## src/rtl/cdid_pkg.sv

```systemverilog
// ----------------------------------------------------------------------------
// cdid_pkg: shared types, constants and helpers for the disc id core
// Holds field widths, the constant reciprocals used for the divisions by 75
// and 100, the small decimal digit-sum helper and the stage structures.
// ----------------------------------------------------------------------------
package cdid_pkg;

   localparam int unsigned SECTOR_W = 20;   // track start / end sector
   localparam int unsigned LEAD_W   = 21;   // end sector + 1
   localparam int unsigned SECS_W   = 14;   // seconds of a sector address
   localparam int unsigned DIGIT_W  = 6;    // digit sum of one seconds value
   localparam int unsigned COUNT_W  = 8;
   localparam int unsigned DTOT_W   = 16;
   localparam int unsigned ID_W     = 32;
   localparam int unsigned PLAY_W   = 24;

   localparam logic [COUNT_W-1:0] MAX_TRACKS = 8'd99;

   // Lead-in offset that turns an absolute frame address into seconds.
   localparam logic [LEAD_W-1:0] SECTOR_BIAS = 21'd150;

   // x / 75 == (x * RECIP75) >> RECIP75_SHIFT for every x below 2^21.
   localparam int unsigned RECIP75_SHIFT = 26;
   localparam logic [19:0] RECIP75 = 20'((64'd1 << RECIP75_SHIFT) / 75 + 1);

   // x / 100 == (x * RECIP100) >> RECIP100_SHIFT for every x below 2^14.
   localparam int unsigned RECIP100_SHIFT = 19;
   localparam logic [12:0] RECIP100 = 13'd5243;

   // Track after the seconds conversion and digit sum.
   typedef struct packed {
      logic [SECTOR_W-1:0] start;
      logic [SECS_W-1:0]   secs;
      logic [DIGIT_W-1:0]  digits;
      logic [LEAD_W-1:0]   leadout;
      logic [SECS_W-1:0]   lead_secs;
      logic                last;
   } trk_type;

   // Totals of a finished table of contents, ready for packing.
   typedef struct packed {
      logic [ID_W-1:0]    offset;
      logic [ID_W-1:0]    weighted;
      logic [DTOT_W-1:0]  digit_total;
      logic [COUNT_W-1:0] count;
      logic [SECS_W-1:0]  first_secs;
      logic [LEAD_W-1:0]  leadout;
      logic [SECS_W-1:0]  lead_secs;
   } fin_type;

   // Seconds of a sector address: (sector + 150) / 75.
   function automatic logic [SECS_W-1:0] sector_secs(input logic [LEAD_W-1:0] sector);
      logic [LEAD_W-1:0]    biased;
      logic [LEAD_W+19:0]   prod;
      biased = sector + SECTOR_BIAS;
      prod   = biased * RECIP75;
      return prod[RECIP75_SHIFT +: SECS_W];
   endfunction

   // Decimal digit sum of a value below 200.
   function automatic logic [4:0] digit_sum_small(input logic [7:0] v);
      logic       hundred;
      logic [7:0] rest;
      logic [3:0] tens;
      logic [7:0] ones;
      hundred = (v >= 8'd100);
      rest    = hundred ? v - 8'd100 : v;
      tens    = 4'd0;
      for (int i = 1; i < 10; i++) begin
         if (rest >= 8'(10 * i)) begin
            tens = 4'(i);
         end
      end
      ones = rest - 8'(int'(tens) * 10);
      return 5'(hundred) + {1'b0, tens} + ones[4:0];
   endfunction

endpackage

```

## src/rtl/cd_toc_disc_id_core.sv

```systemverilog
// ----------------------------------------------------------------------------
// cd_toc_disc_id_core: disc identifiers from a CD table of contents
// The table of contents enters one track per beat on the req_ channel: the
// track's start sector, and on the final track also its end sector with
// req_last_track high. Tracks that are not last produce no result. After a
// last track the core returns one beat on the rsp_ channel carrying the
// offset sum id, the weighted id, the packed id and the track count, then
// starts the next disc from empty totals.
// A track beat is taken every cycle while req_stall is low. The pipeline is five
// registers deep (input, seconds conversion, digit sum, accumulators, result),
// and the last track's beat passes through them in that order to the result.
// Reset clears all totals and empties the pipeline. While a result beat is
// stalled the whole pipeline holds and req_stall is raised; req_stall is low
// whenever the result register is empty or being taken in that cycle.
// ----------------------------------------------------------------------------
module cd_toc_disc_id_core (
   input  logic                            clock,
   input  logic                            reset,
   input  logic                            req_valid,
   output logic                            req_stall,
   input  logic [cdid_pkg::SECTOR_W-1:0]   req_start_sector,
   input  logic [cdid_pkg::SECTOR_W-1:0]   req_end_sector,
   input  logic                            req_last_track,
   output logic                            rsp_valid,
   input  logic                            rsp_stall,
   output logic [cdid_pkg::ID_W-1:0]       rsp_sum_id,
   output logic [cdid_pkg::ID_W-1:0]       rsp_weighted_id,
   output logic [cdid_pkg::ID_W-1:0]       rsp_packed_id,
   output logic [cdid_pkg::COUNT_W-1:0]    rsp_track_count
);
   import cdid_pkg::*;

   logic    go;
   logic    trk_valid;
   trk_type trk;
   logic    fin_valid;
   fin_type fin;

   // Every stage advances together unless a result beat is held.
   assign go        = !(rsp_valid && rsp_stall);
   assign req_stall = !go;

   cdid_front u_front (
      .clock            (clock),
      .reset            (reset),
      .go               (go),
      .req_valid        (req_valid),
      .req_start_sector (req_start_sector),
      .req_end_sector   (req_end_sector),
      .req_last_track   (req_last_track),
      .trk_valid        (trk_valid),
      .trk              (trk)
   );

   cdid_accum u_accum (
      .clock     (clock),
      .reset     (reset),
      .go        (go),
      .trk_valid (trk_valid),
      .trk       (trk),
      .fin_valid (fin_valid),
      .fin       (fin)
   );

   cdid_emit u_emit (
      .clock           (clock),
      .reset           (reset),
      .go              (go),
      .fin_valid       (fin_valid),
      .fin             (fin),
      .rsp_valid       (rsp_valid),
      .rsp_sum_id      (rsp_sum_id),
      .rsp_weighted_id (rsp_weighted_id),
      .rsp_packed_id   (rsp_packed_id),
      .rsp_track_count (rsp_track_count)
   );

endmodule

```

## src/rtl/cdid_front.sv

```systemverilog
// ----------------------------------------------------------------------------
// cdid_front: input register, seconds conversion and digit sum
// Three register stages that turn a raw track beat into its seconds value,
// its decimal digit sum and the leadout figures used on the last track.
// ----------------------------------------------------------------------------
module cdid_front (
   input  logic                            clock,
   input  logic                            reset,
   input  logic                            go,
   input  logic                            req_valid,
   input  logic [cdid_pkg::SECTOR_W-1:0]   req_start_sector,
   input  logic [cdid_pkg::SECTOR_W-1:0]   req_end_sector,
   input  logic                            req_last_track,
   output logic                            trk_valid,
   output cdid_pkg::trk_type               trk
);
   import cdid_pkg::*;

   logic                in_valid_ff;
   logic [SECTOR_W-1:0] in_start_ff;
   logic [SECTOR_W-1:0] in_end_ff;
   logic                in_last_ff;

   logic    div_valid_ff;
   trk_type div_ff;
   trk_type div_in;

   logic    dig_valid_ff;
   trk_type dig_ff;
   trk_type dig_in;

   logic [26:0] q_prod;
   logic [7:0]  q_hund;
   logic [7:0]  r_hund;

   always_comb begin
      div_in.start     = in_start_ff;
      div_in.secs      = sector_secs({1'b0, in_start_ff});
      div_in.digits    = '0;
      div_in.leadout   = {1'b0, in_end_ff} + LEAD_W'(1);
      div_in.lead_secs = sector_secs(div_in.leadout);
      div_in.last      = in_last_ff;
   end

   // The seconds value is split into hundreds and a remainder below 100,
   // and each part is summed digit by digit.
   always_comb begin
      q_prod        = div_ff.secs * RECIP100;
      q_hund        = q_prod[RECIP100_SHIFT +: 8];
      r_hund        = 8'(div_ff.secs - SECS_W'(int'(q_hund) * 100));
      dig_in        = div_ff;
      dig_in.digits = DIGIT_W'(digit_sum_small(q_hund)) + DIGIT_W'(digit_sum_small(r_hund));
   end

   always_ff @(posedge clock) begin
      if (reset) begin
         in_valid_ff  <= 1'b0;
         div_valid_ff <= 1'b0;
         dig_valid_ff <= 1'b0;
      end else if (go) begin
         in_valid_ff  <= req_valid;
         div_valid_ff <= in_valid_ff;
         dig_valid_ff <= div_valid_ff;
      end
   end

   always_ff @(posedge clock) begin
      if (go) begin
         if (req_valid) begin
            in_start_ff <= req_start_sector;
            in_end_ff   <= req_end_sector;
            in_last_ff  <= req_last_track;
         end
         div_ff <= div_in;
         dig_ff <= dig_in;
      end
   end

   assign trk_valid = dig_valid_ff;
   assign trk       = dig_ff;

endmodule

```

## src/rtl/cdid_accum.sv

```systemverilog
// ----------------------------------------------------------------------------
// cdid_accum: per-disc accumulators
// Keeps the offset sum, weighted sum, digit total, track count and first
// track seconds; hands the totals on and clears them on the last track.
// ----------------------------------------------------------------------------
module cdid_accum (
   input  logic              clock,
   input  logic              reset,
   input  logic              go,
   input  logic              trk_valid,
   input  cdid_pkg::trk_type trk,
   output logic              fin_valid,
   output cdid_pkg::fin_type fin
);
   import cdid_pkg::*;

   logic [ID_W-1:0]    offset_sum_ff;
   logic [ID_W-1:0]    weighted_sum_ff;
   logic [DTOT_W-1:0]  digit_total_ff;
   logic [COUNT_W-1:0] track_index_ff;
   logic [SECS_W-1:0]  first_seconds_ff;

   logic               fin_valid_ff;
   fin_type            fin_ff;
   fin_type            fin_in;

   logic [COUNT_W-1:0]          count;
   logic [SECTOR_W-1:0]         weight_op;
   logic [SECTOR_W+COUNT_W-1:0] weight_prod;

   always_comb begin
      count = (track_index_ff < MAX_TRACKS) ? track_index_ff + COUNT_W'(1) : track_index_ff;
      // A track starting at sector zero counts as one in the weighted sum.
      weight_op   = (trk.start != '0) ? trk.start : SECTOR_W'(1);
      weight_prod = weight_op * count;

      fin_in.offset      = offset_sum_ff + ID_W'(trk.start);
      fin_in.weighted    = weighted_sum_ff + ID_W'(weight_prod);
      fin_in.digit_total = digit_total_ff + DTOT_W'(trk.digits);
      fin_in.count       = count;
      fin_in.first_secs  = (track_index_ff == '0) ? trk.secs : first_seconds_ff;
      fin_in.leadout     = trk.leadout;
      fin_in.lead_secs   = trk.lead_secs;
   end

   always_ff @(posedge clock) begin
      if (reset) begin
         offset_sum_ff    <= '0;
         weighted_sum_ff  <= '0;
         digit_total_ff   <= '0;
         track_index_ff   <= '0;
         first_seconds_ff <= '0;
         fin_valid_ff     <= 1'b0;
      end else if (go) begin
         fin_valid_ff <= trk_valid && trk.last;
         if (trk_valid) begin
            if (trk.last) begin
               offset_sum_ff    <= '0;
               weighted_sum_ff  <= '0;
               digit_total_ff   <= '0;
               track_index_ff   <= '0;
               first_seconds_ff <= '0;
            end else begin
               offset_sum_ff    <= fin_in.offset;
               weighted_sum_ff  <= fin_in.weighted;
               digit_total_ff   <= fin_in.digit_total;
               track_index_ff   <= fin_in.count;
               first_seconds_ff <= fin_in.first_secs;
            end
         end
      end
   end

   always_ff @(posedge clock) begin
      if (go && trk_valid && trk.last) begin
         fin_ff <= fin_in;
      end
   end

   assign fin_valid = fin_valid_ff;
   assign fin       = fin_ff;

endmodule

```

## src/rtl/cdid_emit.sv

```systemverilog
// ----------------------------------------------------------------------------
// cdid_emit: leadout fold-in and result register
// Adds the leadout to the sum and leadout*(count+1) to the weighted sum, packs
// the digit, seconds and count id and holds the result beat until it is taken.
// ----------------------------------------------------------------------------
module cdid_emit (
   input  logic                           clock,
   input  logic                           reset,
   input  logic                           go,
   input  logic                           fin_valid,
   input  cdid_pkg::fin_type              fin,
   output logic                           rsp_valid,
   output logic [cdid_pkg::ID_W-1:0]      rsp_sum_id,
   output logic [cdid_pkg::ID_W-1:0]      rsp_weighted_id,
   output logic [cdid_pkg::ID_W-1:0]      rsp_packed_id,
   output logic [cdid_pkg::COUNT_W-1:0]   rsp_track_count
);
   import cdid_pkg::*;

   logic                rsp_valid_ff;
   logic [ID_W-1:0]     sum_id_ff;
   logic [ID_W-1:0]     weighted_id_ff;
   logic [ID_W-1:0]     packed_id_ff;
   logic [COUNT_W-1:0]  track_count_ff;

   logic [ID_W-1:0]        sum_id_in;
   logic [ID_W-1:0]        weighted_id_in;
   logic [ID_W-1:0]        packed_id_in;
   logic [COUNT_W:0]       lead_weight;
   logic [LEAD_W+COUNT_W:0] lead_prod;
   logic [8:0]             fold;
   logic [7:0]             digit_mod;
   logic [PLAY_W-1:0]      play;

   always_comb begin
      lead_weight    = {1'b0, fin.count} + (COUNT_W+1)'(1);
      lead_prod      = fin.leadout * lead_weight;
      sum_id_in      = fin.offset + ID_W'(fin.leadout);
      weighted_id_in = fin.weighted + ID_W'(lead_prod);

      // Modulo 255: 2^8 is 1 mod 255, so fold the two bytes and correct.
      fold = {1'b0, fin.digit_total[15:8]} + {1'b0, fin.digit_total[7:0]};
      if (fold >= 9'd510) begin
         digit_mod = 8'(fold - 9'd510);
      end else if (fold >= 9'd255) begin
         digit_mod = 8'(fold - 9'd255);
      end else begin
         digit_mod = fold[7:0];
      end

      play = PLAY_W'(fin.lead_secs) - PLAY_W'(fin.first_secs);
      // The upper seconds bits overlap the digit field and are ORed into it.
      packed_id_in = {digit_mod, 24'd0} | {play, 8'd0} | {24'd0, fin.count};
   end

   always_ff @(posedge clock) begin
      if (reset) begin
         rsp_valid_ff <= 1'b0;
      end else if (go) begin
         rsp_valid_ff <= fin_valid;
      end
   end

   always_ff @(posedge clock) begin
      if (go && fin_valid) begin
         sum_id_ff      <= sum_id_in;
         weighted_id_ff <= weighted_id_in;
         packed_id_ff   <= packed_id_in;
         track_count_ff <= fin.count;
      end
   end

   assign rsp_valid       = rsp_valid_ff;
   assign rsp_sum_id      = sum_id_ff;
   assign rsp_weighted_id = weighted_id_ff;
   assign rsp_packed_id   = packed_id_ff;
   assign rsp_track_count = track_count_ff;

endmodule

```

## config.mk

```make
export PLATFORM = sky130hd
export DESIGN_NAME = cd_toc_disc_id_core
export DESIGN_NICKNAME = d
export VERILOG_FILES = /design/src/rtl/cdid_pkg.sv /design/src/rtl/cd_toc_disc_id_core.sv /design/src/rtl/cdid_front.sv /design/src/rtl/cdid_accum.sv /design/src/rtl/cdid_emit.sv
export SDC_FILE = /design/constraint.sdc
export NUM_CORES = 2
export LEC_CHECK = 0
export BUFFER_PORTS_ARGS = -buffer_cell sky130_fd_sc_hd__buf_4
export CORE_UTILIZATION = 40
export DETAILED_ROUTE_END_ITERATION = 10
export PLACE_DENSITY = 0.64
export SLEW_MARGIN = 20
export SYNTH_ARGS = -nofsm -noshare
export SYNTH_HDL_FRONTEND = slang
export SYNTH_HIERARCHICAL = 1
export SYNTH_SLANG_ARGS = --single-unit
```

## constraint.sdc

```tcl
create_clock -name clock -period 12.3 [get_ports clock]
set_input_delay 0.615 -clock clock [delete_from_list [all_inputs] [get_ports clock]]
set_output_delay 0.615 -clock clock [all_outputs]
set_load 0.005 [all_outputs]
```

==> flow_summary_export.csv <==
group,metric,value,unit
critical_path,path_common_cell,"ha_1",
place,dpl.hpwl,101000,µm
place,gp_congestion,0.902,
clocking,cts_tree,"yes",
global_route,grt_max_degree,77,
detailed_routing,post_drt_wl_per_cell,18.3,µm
clocking,cts.clk_slew.worst_paths,0.06,ns
logic_synthesis,yosysTopAreaCellShare,24.1,%
cells_and_area,nets,6414,
logic_synthesis,netlist_top_cells_area,"fa_1 24%, edfxtp_1 24%, ha_1 15%, inv_1 6.9%, dfxtp_1 4.1%",
detailed_routing,wirelength,126000,µm
global_route,antenna_found_initial,1,
logic_synthesis,syn_nets,6254,
logic_synthesis,synth.avg_cell_area,10.6,µm²
sta,hold_viol,0,
critical_path,endpoint_kind,"register",
clocking,clk_latency,0.66,ns
sta,period_needed,11.53,ns
clocking,cts_resized,0,
sta,maxSlewViolCount,0,
critical_path,path_max_fanout,12,
logic_synthesis,synth-async-reset-ratio,0,%
cells_and_area,syn2layout_area_growth,10.4,%
floorplan,die_h,364,µm
logic_synthesis,synth-simple-area-share,10.2,%
logic_synthesis,synth-seq-cells,526,
critical_path,slowest_stage,"edfxtp_1",
critical_path,r2r_slack,0.77,ns
sta,finalSetupTns,0,ns
logic_synthesis,synth-seq-area-share,28.0,%
logic_synthesis,yosys.area_share.adder,39.3,%
sta,max_freq,0.0867,GHz
job,maxCapViolations,0,
sta,fin_skew,0.0366,ns
sta,max-slew-margin-rel,23.3,%
logic_synthesis,synthMuxAreaShare,0.491,%
floorplan,design.die.area,133000,µm²
cells_and_area,drive_above_1_share,7.94,%
run_status,status,"completed",
sta,worst_pin_slew,1.14,ns
critical_path,arrival,11.93,ns
sta,finalSetupViolCount,0,
logic_synthesis,ys_types,116,
floorplan,core_area,130000,µm²
sta,fin_hold_ws,0.139,ns
critical_path,start_kind,"register",
detailed_routing,drt_iter0_drc,2272,
clocking,cts-root-to-sink-buffers,3,
logic_synthesis,synth_xor_xnor_area_share,4.47,%
clocking,cts_setup_buffers,0,
global_route,grt_pass1_vias,36300,
floorplan,die_x,364,µm
floorplan,io-pin-count,151,
floorplan,initial_core_util,40.4,%
detailed_routing,drc_errors,0,
logic_synthesis,synth_edf_count,419,
clocking,cts_buffers,66,
floorplan,rows,132,
logic_synthesis,synth_compound_area_share,9.76,%
clocking,clock_sinks,526,
min_path,hold_path_depth,1,
logic_synthesis,yosysTopAreaCell,"fa_1",
clocking,ctsHoldBuffers,0,
critical_path,crit_required,12.70,ns
critical_path,cp_slowest_stage_delay,0.67,ns
detailed_routing,dr.pass1.iters,5,
logic_synthesis,synth_top_family_by_area,"adder cells",
place,io_buffers,150,
logic_synthesis,synth_top_flop_cell,"edfxtp_1",
logic_synthesis,syn_area,52500,µm²
global_route,track_usage,19.4,%
critical_path,critPathKind,"register to register",
detailed_routing,num_vias,35200,
min_path,hold_path.class,"input port to register",
sta,post-route-period-util,93.8,%
global_route,grt_pass1_wl,201000,µm
detailed_routing,drtAntennaViolNets,0,
clocking,root_buffer,"clkbuf_16",
sta,rsz0062_at_grt,"no",
critical_path,rr_worst_depth,48,
clocking,htree_levels,3,
logic_synthesis,syn_inst,4941,
detailed_routing,avgViaCountPerCell,5.11,
global_route,grt-ovfl-total,0,
logic_synthesis,ys_warn_count,6,
critical path: cells and delay by family, from the launching register on:
| kind | cells | cell delay [ns] |
|---|---|---|
| flip-flops | 1 | 0.67 |
| AO/OA/AOI/OAI | 15 | 2.81 |
| multiplexers | 1 | 0.43 |
| adder cells (fa/ha/maj) | 14 | 4.85 |
| XOR/XNOR | 4 | 0.75 |
| AND/OR/NAND/NOR | 7 | 1.08 |
| buffers and inverters | 7 | 0.63 |
per-stage QoR:
step / cell area, µm² / worst slack (ns) / cells / util, %
final: 58000 / 0.768 / 6898 / 44.6
after CTS: 58000 / 0.738 / 6895 / 44.6
after detailed placement: 55800 / 0.800 / 6775 / 43.0
after global placement: 55700 / 0.954 / 6775 / 42.9
after global routing: 58000 / 0.0468 / 6895 / 44.6
after floorplan: 52500 / 0.973 / 4941 / -
state kept, by name (all words and copies together), names as in the netlist, 8 cells and up:
signal / cells
u_accum/track_index_ff: 8
u_front/dig_in: 70
u_front/trk: 76
u_emit/rsp_sum_id: 32
u_front/in_end_ff: 20
u_accum/fin: 137
u_accum/digit_total_ff: 16
u_accum/weighted_sum_ff: 32
u_emit/rsp_packed_id: 31
u_accum/first_seconds_ff: 14
u_front/in_start_ff: 20
u_emit/rsp_weighted_id: 32
u_accum/offset_sum_ff: 32
area by class of cell:
class	instances	area, µm²
Timing Repair Buffer	193	1450
Multi-Input combinational cell	3348	33800
Sequential cell	526	14700
Clock buffer	78	1750
Tap cell	1742	2180
Inverter	966	3630
Antenna cell	3	7.51
Clock inverter	42	450
Fill cell	12200	71900
placed cells by master (no fill, tap or decap), types with 115 or more instances in the layout:
cell | netlist | layout
ha_1 | 636 | 636
fa_1 | 632 | 632
buf_4 | 10 | 193
xnor2_1 | 175 | 174
and2_1 | 226 | 224
nand2_1 | 270 | 268
edfxtp_1 | 419 | 419
nor2_1 | 223 | 219
a21oi_1 | 169 | 169
inv_1 | 963 | 963
o21ai_0 | 116 | 115
logic make-up after synthesis:
group	count (synthesis)
AO/OA/AOI/OAI	727
XOR/XNOR	264
adder cells (fa/ha/maj)	1268
buffers and inverters	1067
flip-flops	526
multiplexers	24
AND/OR/NAND/NOR	1065
synthesized netlist by cell type (8+ instances only):
| library cell | instances |
|---|---|
| a211oi_1 | 29 |
| a21o_1 | 91 |
| a21oi_1 | 169 |
| a22o_1 | 19 |
| a22oi_1 | 46 |
| a31o_2 | 8 |
| a31oi_1 | 30 |
| and2_1 | 226 |
| and3_1 | 42 |
| and4_1 | 8 |
| buf_4 | 10 |
| clkbuf_1 | 76 |
| dfxtp_1 | 107 |
| edfxtp_1 | 419 |
| fa_1 | 632 |
| ha_1 | 636 |
| inv_1 | 963 |
| mux2_2 | 14 |
| mux2i_1 | 10 |
| nand2_1 | 270 |
| nand2b_1 | 39 |
| nand3_1 | 72 |
| nand4_1 | 33 |
| nor2_1 | 223 |
| nor2b_1 | 22 |
| nor3_1 | 51 |
| nor4_1 | 11 |
| o211ai_1 | 23 |
| o21a_1 | 22 |
| o21ai_0 | 116 |
| o21ai_1 | 10 |
| o21bai_1 | 15 |
| o31a_1 | 9 |
| o31ai_1 | 13 |
| or2_2 | 11 |
| or3_1 | 23 |
| xnor2_1 | 175 |
| xor2_1 | 86 |
layer usage:
metal	routed length, µm	vias up	global-route usage [%]
li1	-	16700	-
met1	57000	17600	26.1
met2	61200	748	33.1
met3	5610	153	2.60
met4	2630	0	4.66
met5	0	-	0
path summary, 6_finish.rpt:
path,from,endpoint
setup / recovery,u_front/dig_in[46],u_front/trk[41]
hold / removal,req_end_sector[16],u_front/in_end_ff[16]
setup reg to reg,u_front/dig_in[46],u_front/trk[41]
hold reg to reg,u_front/dig_in[16],u_front/trk[16]
Power is left out: the tool's default activity adds up to more than one toggle a clock period on the data nets, which glitch-free logic cannot reach.
